## src/rtl/rrm_pkg.sv

```systemverilog
`timescale 1ns / 1ps
// shared constants, lane types and fixed-point helpers for the rotation matrix block
// no dependencies

package rrm_pkg;

    localparam int INPUT_FRACTION_BITS  = 16;
    localparam int OUTPUT_FRACTION_BITS = 14;
    localparam int OUT_W       = OUTPUT_FRACTION_BITS + 2;
    localparam int QB          = 30;
    localparam int OUT_SHIFT   = QB - OUTPUT_FRACTION_BITS;
    localparam longint OUT_HALF = (OUT_SHIFT > 0) ? (longint'(1) << (OUT_SHIFT - 1)) : 0;
    localparam logic signed [34:0] OUT_ONE = 35'(longint'(1) << OUTPUT_FRACTION_BITS);

    localparam logic [30:0] HALF_PI_Q30 = 31'd1686629713;
    localparam logic [30:0] Q_ONE       = 31'd1 << QB;

    localparam int TERM_CELLS  = 8;
    localparam int RECIP_SHIFT = 33;
    localparam int SQRT_STEPS  = 32;
    localparam int ANGLE_LAT   = 2 + 3 * TERM_CELLS + 2;
    localparam int QUAD_DEPTH  = ANGLE_LAT - 1;
    localparam int ALIGN_DEPTH = SQRT_STEPS - ANGLE_LAT;
    localparam int POST_STAGES = 5;
    localparam int PIPE_DEPTH  = SQRT_STEPS + POST_STAGES + 1;
    localparam int P_DEPTH     = PIPE_DEPTH - 2;

    localparam logic [8:0] SIN_DIV [TERM_CELLS] = '{
        9'd6, 9'd20, 9'd42, 9'd72, 9'd110, 9'd156, 9'd210, 9'd272};
    localparam logic [8:0] COS_DIV [TERM_CELLS] = '{
        9'd2, 9'd12, 9'd30, 9'd56, 9'd90, 9'd132, 9'd182, 9'd240};

    localparam logic [32:0] SIN_RECIP [TERM_CELLS] = '{
        33'((64'd1 << RECIP_SHIFT) / 64'd6),   33'((64'd1 << RECIP_SHIFT) / 64'd20),
        33'((64'd1 << RECIP_SHIFT) / 64'd42),  33'((64'd1 << RECIP_SHIFT) / 64'd72),
        33'((64'd1 << RECIP_SHIFT) / 64'd110), 33'((64'd1 << RECIP_SHIFT) / 64'd156),
        33'((64'd1 << RECIP_SHIFT) / 64'd210), 33'((64'd1 << RECIP_SHIFT) / 64'd272)};
    localparam logic [32:0] COS_RECIP [TERM_CELLS] = '{
        33'((64'd1 << RECIP_SHIFT) / 64'd2),   33'((64'd1 << RECIP_SHIFT) / 64'd12),
        33'((64'd1 << RECIP_SHIFT) / 64'd30),  33'((64'd1 << RECIP_SHIFT) / 64'd56),
        33'((64'd1 << RECIP_SHIFT) / 64'd90),  33'((64'd1 << RECIP_SHIFT) / 64'd132),
        33'((64'd1 << RECIP_SHIFT) / 64'd182), 33'((64'd1 << RECIP_SHIFT) / 64'd240)};

    typedef enum logic [1:0] {QUAD_0, QUAD_1, QUAD_2, QUAD_3} quadrant_t;

    typedef struct packed {
        logic [30:0]        term;
        logic signed [33:0] sum;
        logic [31:0]        x2;
    } series_lane_t;

    typedef struct packed {
        logic [63:0] rem;
        logic [63:0] root;
    } sqrt_lane_t;

    typedef struct packed {
        logic signed [31:0] s;
        logic signed [31:0] c;
    } trig_t;

    // q30 product, floor toward minus infinity
    function automatic logic signed [32:0] qmul(input logic signed [32:0] a,
                                                input logic signed [32:0] b);
        logic signed [65:0] p;
        p = 66'(a) * 66'(b);
        return 33'(p >>> QB);
    endfunction

    // round, floor-shift and saturate to plus or minus one
    function automatic logic [OUT_W-1:0] to_out(input logic signed [33:0] v);
        logic signed [34:0] t;
        logic signed [34:0] r;
        t = 35'(v) + 35'(OUT_HALF);
        r = t >>> OUT_SHIFT;
        if (r > OUT_ONE)
        begin
            r = OUT_ONE;
        end
        else if (r < -OUT_ONE)
        begin
            r = -OUT_ONE;
        end
        return OUT_W'(r);
    endfunction

endpackage

```

## src/rtl/rrm_sqrt_cell.sv

```systemverilog
`timescale 1ns / 1ps
// one bit step of the integer square root chain
// depends on rrm_pkg

module rrm_sqrt_cell
    import rrm_pkg::*;
(
    input  logic        clk,
    input  logic        en,
    input  sqrt_lane_t  lane_in,
    input  logic [63:0] bitval,
    output sqrt_lane_t  lane_out
);

    logic [63:0] trial;
    sqrt_lane_t  out_reg, out_next;

    always_comb
    begin
        trial = lane_in.root + bitval;
        if (lane_in.rem >= trial)
        begin
            out_next.rem  = lane_in.rem - trial;
            out_next.root = (lane_in.root >> 1) + bitval;
        end
        else
        begin
            out_next.rem  = lane_in.rem;
            out_next.root = lane_in.root >> 1;
        end
    end

    always_ff @(posedge clk)
    begin
        if (en)
        begin
            out_reg <= out_next;
        end
    end

    assign lane_out = out_reg;

endmodule

```

## config.mk

```make
export PLATFORM = sky130hd
export DESIGN_NAME = rrm_sqrt_cell
export DESIGN_NICKNAME = d
export VERILOG_FILES = /design/src/rtl/rrm_pkg.sv /design/src/rtl/rrm_sqrt_cell.sv
export SDC_FILE = /design/constraint.sdc
export NUM_CORES = 1
export LEC_CHECK = 0
export ABC_CLOCK_PERIOD_IN_PS = 7600
export BUFFER_PORTS_ARGS = -buffer_cell sky130_fd_sc_hd__buf_2
export CELL_PAD_IN_SITES_DETAIL_PLACEMENT = 1
export CELL_PAD_IN_SITES_GLOBAL_PLACEMENT = 1
export CORE_ASPECT_RATIO = 1.2
export CORE_UTILIZATION = 42
export DETAILED_ROUTE_END_ITERATION = 6
export GPL_TIMING_DRIVEN = 1
export PLACE_DENSITY_LB_ADDON = 0.12
export SLEW_MARGIN = 20
export SYNTH_ARGS = -nofsm -noshare
export SYNTH_HDL_FRONTEND = slang
export SYNTH_SLANG_ARGS = --single-unit
export TNS_END_PERCENT = 50
```

## constraint.sdc

```tcl
create_clock -name clk -period 7.6 [get_ports clk]
set_input_delay 1.14 -clock clk [delete_from_list [all_inputs] [get_ports clk]]
set_output_delay 1.14 -clock clk [all_outputs]
set_load 0.03 [all_outputs]
```

After elaboration in Yosys (flattened, before gate mapping)
Cells that the tools add are included.
Widths: inputs -> output; s select.
{"block": "op_classes", "order_cmp": 1, "addsub": 3, "div_mod_pow": 0, "mul": 0, "n_eq_ne": 0, "bitwise_logic": 0, "muxes": 1, "shift": 0, "n_reduce_logical": 0}
{"operator": "$mux 128", "count": 1}
{"operator": "$add 63x64->64", "count": 1}
{"operator": "$add 64x64->64", "count": 1}
{"operator": "$ge 64x64->1", "count": 1}
{"operator": "$sub 64x64->64", "count": 1}
{"block": "word_totals", "ramBits": 0, "output_inout_bits": 128, "mem_bits_ro": 0, "latchBits": 0, "ff_bits": 128, "memories": 0}

Depth between registers and ports, before layout
{"block": "depth", "depth_word": 3, "depth_mapped": 28, "depth_no_buf": 24}

Least setup slack after synthesis
Ideal clock, no wire load.
{"block": "synth_timing", "path_type": "input to register", "start": "input port lane_in[3] (netlist name)", "end": "register out_reg, in the netlist lane_out[111], data pin", "path_stages": 23, "n_path_buf": 4, "t_arrival_ns": 5.797, "setup_time_ns": 0.260, "setup_slack_ns": 1.543, "cell_sequence": "ha_1 o21ai_0 nor2_1 o31ai_1 o311ai_0 a31oi_1 o41a_1 o21a_1 o21ai_1 a21oi_1 xor2_1 ha_1 clkbuf_1 a21o_1 a21o_1 a21oi_1 a21boi_0 a311o_1 nor2_1 buf_4 buf_2 buf_2 mux2_2"}
{"element": "from (decl)", "line": "rrm_sqrt_cell.sv:10", "text": "input sqrt_lane_t lane_in,"}
{"element": "to (signal assigned)", "line": "rrm_sqrt_cell.sv:37", "text": "out_reg <= out_next;"}
{"element": "to (decl)", "line": "rrm_sqrt_cell.sv:16", "text": "sqrt_lane_t out_reg, out_next;"}

==> results by stage <==
Outcome:
- The flow ran to the end, and the final reports show no timing, DRC or antenna violations.

Worst setup path:
- In this run the worst path has a maximum fanout of approximately 100.
- The critical path data arrival time is between 6 and 7 ns.
- Traced cell by cell, the critical path runs through buf_2 > ha_1 > inv_1 > fa_1 > nand2b_1 > a21o_1 > a21oi_1 > a211o_1 > nor4b_1 > o21ai_0 > a21o_1 > o2bb2ai_1 > o21ai_0 > xnor2_1 > ha_1 > nand2_1 > nor4_1 > nand3_1 > o211ai_1 > a311o_1 > nor2_4 > buf_12 > a2111oi_0 > nor3_1.
- The endpoint kind of the worst setup timing path is a flip-flop.
- Broken down by cell family, the worst path's largest delay share belongs to compound AO/OA/AOI/OAI gates.
- STA classifies the critical path startpoint as an input port.
- The slowest stage of the critical path belongs to the cell sky130_fd_sc_hd__nor4b_1.
- The number of buffer and inverter stages on the critical path is 3.
- By startpoint and endpoint, the worst setup path is classified as input port to flip-flop.
- Data on the critical path is required at its endpoint by around 7.8 ns.
- In this design, the stage delay of the slowest critical-path cell is around 0.46 ns.

Power and ir drop:
- The maximum vdd ir drop is roughly 0.16 mV.
- The switching component of the power is 0.00223 W.
- In this run the power density over the cells is 243 mW/mm^2.
- The static leakage power is about 8.4 nW.
- The internal cell power is approximately 0.0024 W.
- The power share of the combinational group is 0.594.
- Of the total power, the share spent switching nets is 0.482.
- The clock group share of total power is 0.171.
- The proportion of power drawn by flip-flops and latches is 0.235.

Place:
- The placed cell area is 0.0184 mm^2.
- The post-DP HPWL is between 50,000 and 60,000 um.
- The global placer's final weighted congestion is about 0.96.
- In this run the tool buffered the top-level ports with around 320 buffer cells.

Worst hold path:
- The tightest min-delay check is of the input port to flip-flop type.
- The startpoint identified for the worst hold timing path is lane_in[114].
- The worst hold path cell count is 3.
- For hold timing, the worst endpoint is lane_out[114].

Global route:
- The via count of the first global-routing pass is between 15k and 20k.
- The global-route wire length before repair is 95,800 um.
- The global router's overall resource usage is 0.310.
- The total overflow left after global routing is 0.
- The initial antenna violation count is 5.
- The pin count of the biggest net entering global routing is ~100.

Synthesis:
- In the post-synthesis netlist, the biggest area contributors are sky130_fd_sc_hd__edfxtp_1, sky130_fd_sc_hd__ha_1, sky130_fd_sc_hd__a21oi_1.
- The share of synthesized registers carrying an async set or reset is 0.
- The post-synthesis net count is 2,486.
- The area of the mapped netlist is around 0.017 mm^2.
- The share of synthesized area in the top cell type comes to 0.233.
- The most repeated cell in the gate-level netlist after synthesis is sky130_fd_sc_hd__nand2_1.
- Synthesis inferred approximately 130 register bits.
- The leading register cell type out of synthesis is sky130_fd_sc_hd__edfxtp_1.
- The library cell with the largest summed area after synthesis is sky130_fd_sc_hd__edfxtp_1.
- The commonest cells after synthesis are sky130_fd_sc_hd__nand2_1, sky130_fd_sc_hd__a21oi_1, sky130_fd_sc_hd__o21ai_0, sky130_fd_sc_hd__ha_1.
- The share of the Yosys chip area taken by registers is 0.233.
- The Yosys step of the flow raised 0 warnings.
- The number of different library cells used by synthesis comes to 75.
- The synthesized area per cell is around 8 um^2.
- The number of enable flip-flop cells after synthesis is ~130.
- In the synthesized netlist, the number of instances is roughly 2.1k.

Finish:
- The number of nets at the end of the flow is roughly 2.7k.
- The flip-flop count of the largest register after layout is roughly 130.
- The post-layout instance area is 0.0190 mm^2.
- The total of fill cells in the finished design is a little under 5k.
- Once layout is complete, the utilization of the core stands at 0.490.
- Of the cells placed in the final design, the portion with a size suffix greater than 1 is 0.165.
- The growth of design area from synthesis to finish is 14.8%.

Route:
- The remaining antenna violation count after routing is 0.
- For this block, the via count after detailed routing is roughly 17k.
- The final layout contains routed wiring with a total length of 62,700 um.
- The routed via count divided by cell count is around 6.0.
- The total DRC errors in the routed layout is 0.
- The number of detailed-route iterations in the first pass is 5.
- For this block, the initial DRC count from the detailed router was 771.
- The routed length per placed instance is around 22 um.

Timing:
- The worst hold margin is around 0.96 ns.
- Subtracting the final worst setup slack from the clock period gives between 6 and 7 ns.
- The number of failing setup endpoints in the final timing report is 0.
- The final-layout setup total negative slack is 0 ns.
- The worst slew margin relative to its limit is 0.356.
- The max-slew violation count was 0.
- Setup repair after global routing left no endpoint under its margin.
- The hold violation total from the final report came to 0.
- Of the available clock period, the critical path in the final layout requires 0.876.
- The transition time at the pin with the least slew margin is approximately 0.97 ns.
- The highest clock rate is between 150 and 200 MHz.

Clock tree:
- The count of hold-fix buffers inserted at cts is 0.
- In this run the deepest clock path goes through 2 buffers.
- After clock tree synthesis, the clock-pin slew on the worst setup and hold paths is ~0.070 ns.
- The tree is rooted in a sky130_fd_sc_hd__clkbuf_16.
- The number of cells upsized or downsized after cts is 0.
- In this run the number of H-tree levels came out at 4.
- The clock drives approximately 130 sinks.
- The number of buffers created by CTS is 17.
- Once the clock tree was built, the setup fixing pass inserted 0 buffers.
- The clock tree from TritonCTS is yes.

Floorplan:
- Measured along the y axis, the die boundary spans approximately 220 um.
- The die outline width is 183 um.
- The area of the core is ~0.039 mm^2.
- The area enclosed by the die boundary is 0.0402 mm^2.
- The I/O pin count is ~320.
- After floorplanning, the core was divided into 79 placement rows.
- The starting density of the core is 0.427.

Flow run:
- The max-capacitance violation count is 0.
## cells in the final DEF, fill, tap and decap left out, types with 13 or more instances in the layout
cell type	n
sky130_fd_sc_hd__o31ai_1	18
sky130_fd_sc_hd__buf_2	320
sky130_fd_sc_hd__nor3_1	24
sky130_fd_sc_hd__or3_1	13
sky130_fd_sc_hd__a21o_1	128
sky130_fd_sc_hd__o21a_1	21
sky130_fd_sc_hd__inv_1	57
sky130_fd_sc_hd__xnor2_1	99
sky130_fd_sc_hd__a211oi_1	20
sky130_fd_sc_hd__o21ai_0	214
sky130_fd_sc_hd__nand3_1	30
sky130_fd_sc_hd__nand2_1	256
sky130_fd_sc_hd__o21bai_1	42
sky130_fd_sc_hd__edfxtp_1	128
sky130_fd_sc_hd__ha_1	190
sky130_fd_sc_hd__nand2b_1	19
sky130_fd_sc_hd__nand4_1	72
sky130_fd_sc_hd__nor2_1	114
sky130_fd_sc_hd__xor2_1	77
sky130_fd_sc_hd__nor2b_1	18
sky130_fd_sc_hd__a21oi_1	240
sky130_fd_sc_hd__clkbuf_16	17
sky130_fd_sc_hd__a31oi_1	20
## through the flow
step                      setup WS, ns  total power [W]  instances
after floorplan                   1.54          0.00302       2099
after global placement           0.701          0.00378       2839
after detailed placement         0.531          0.00382       2839
after CTS                        0.993          0.00463       2871
after global routing             0.412          0.00491       2871
final                            0.943          0.00462       2874
## logic make-up (layout without fill, tap and decap cells)
group                      after synthesis  in the layout  share of synthesized area
xor gates and xnor gates               176            176                     0.0933
adders and majority gates              193            193                      0.147
AOI/OAI and AO/OA                      811            811                      0.304
buffers and inverters                  170            416                     0.0407
other                                    0              3                          0
muxes                                   12             12                    0.00787
and+or+nand+nor                        609            609                      0.174
DFF                                    128            128                      0.233
## power by group through the flow
stage	Sequential (W)	Combinational [W]	Clock, W
2_1_floorplan	0.00146	0.00156	0
3_3_place_gp	0.00110	0.00268	0
3_5_place_dp	0.00110	0.00272	0
4_1_cts	0.00109	0.00274	0.000806
5_1_grt	0.00110	0.00298	0.000823
6_report	0.00108	0.00275	0.000788
## final cells by class
type | count | area, um^2 | area share
tap | 526 | 658 | 0.0347
clock inverter | 14 | 110 | 0.00580
inverter | 57 | 214 | 0.0113
multi-input combinational | 1801 | 12000 | 0.633
sequential | 128 | 3840 | 0.203
antenna | 3 | 7.51 | 0.000396
timing repair buffer | 327 | 1690 | 0.0892
clock buffer | 18 | 429 | 0.0226
## worst max-delay path by stage
| stage | from | endpoint | depth (start not counted) |
|---|---|---|---|
| global route | bitval[0] | lane_out[55] | 23 |
| finish | bitval[0] | lane_out[55] | 24 |
| floorplan | lane_in[3] | lane_out[111] | 23 |
| global placement | lane_in[3] | lane_out[112] | 22 |
| detailed placement | bitval[0] | lane_out[59] | 25 |
| CTS | bitval[0] | lane_out[59] | 25 |
## layer usage
metal	track usage	wire, um	part of all wire	vias up
met5	0	37	0.00059	-
met4	0.160	2770	0.044	6
met3	0.0344	2260	0.036	126
met2	0.612	34200	0.55	435
met1	0.316	23500	0.37	8256
li1	-	-	-	8322
No activity file was read; power rests on OpenSTA's default activity.
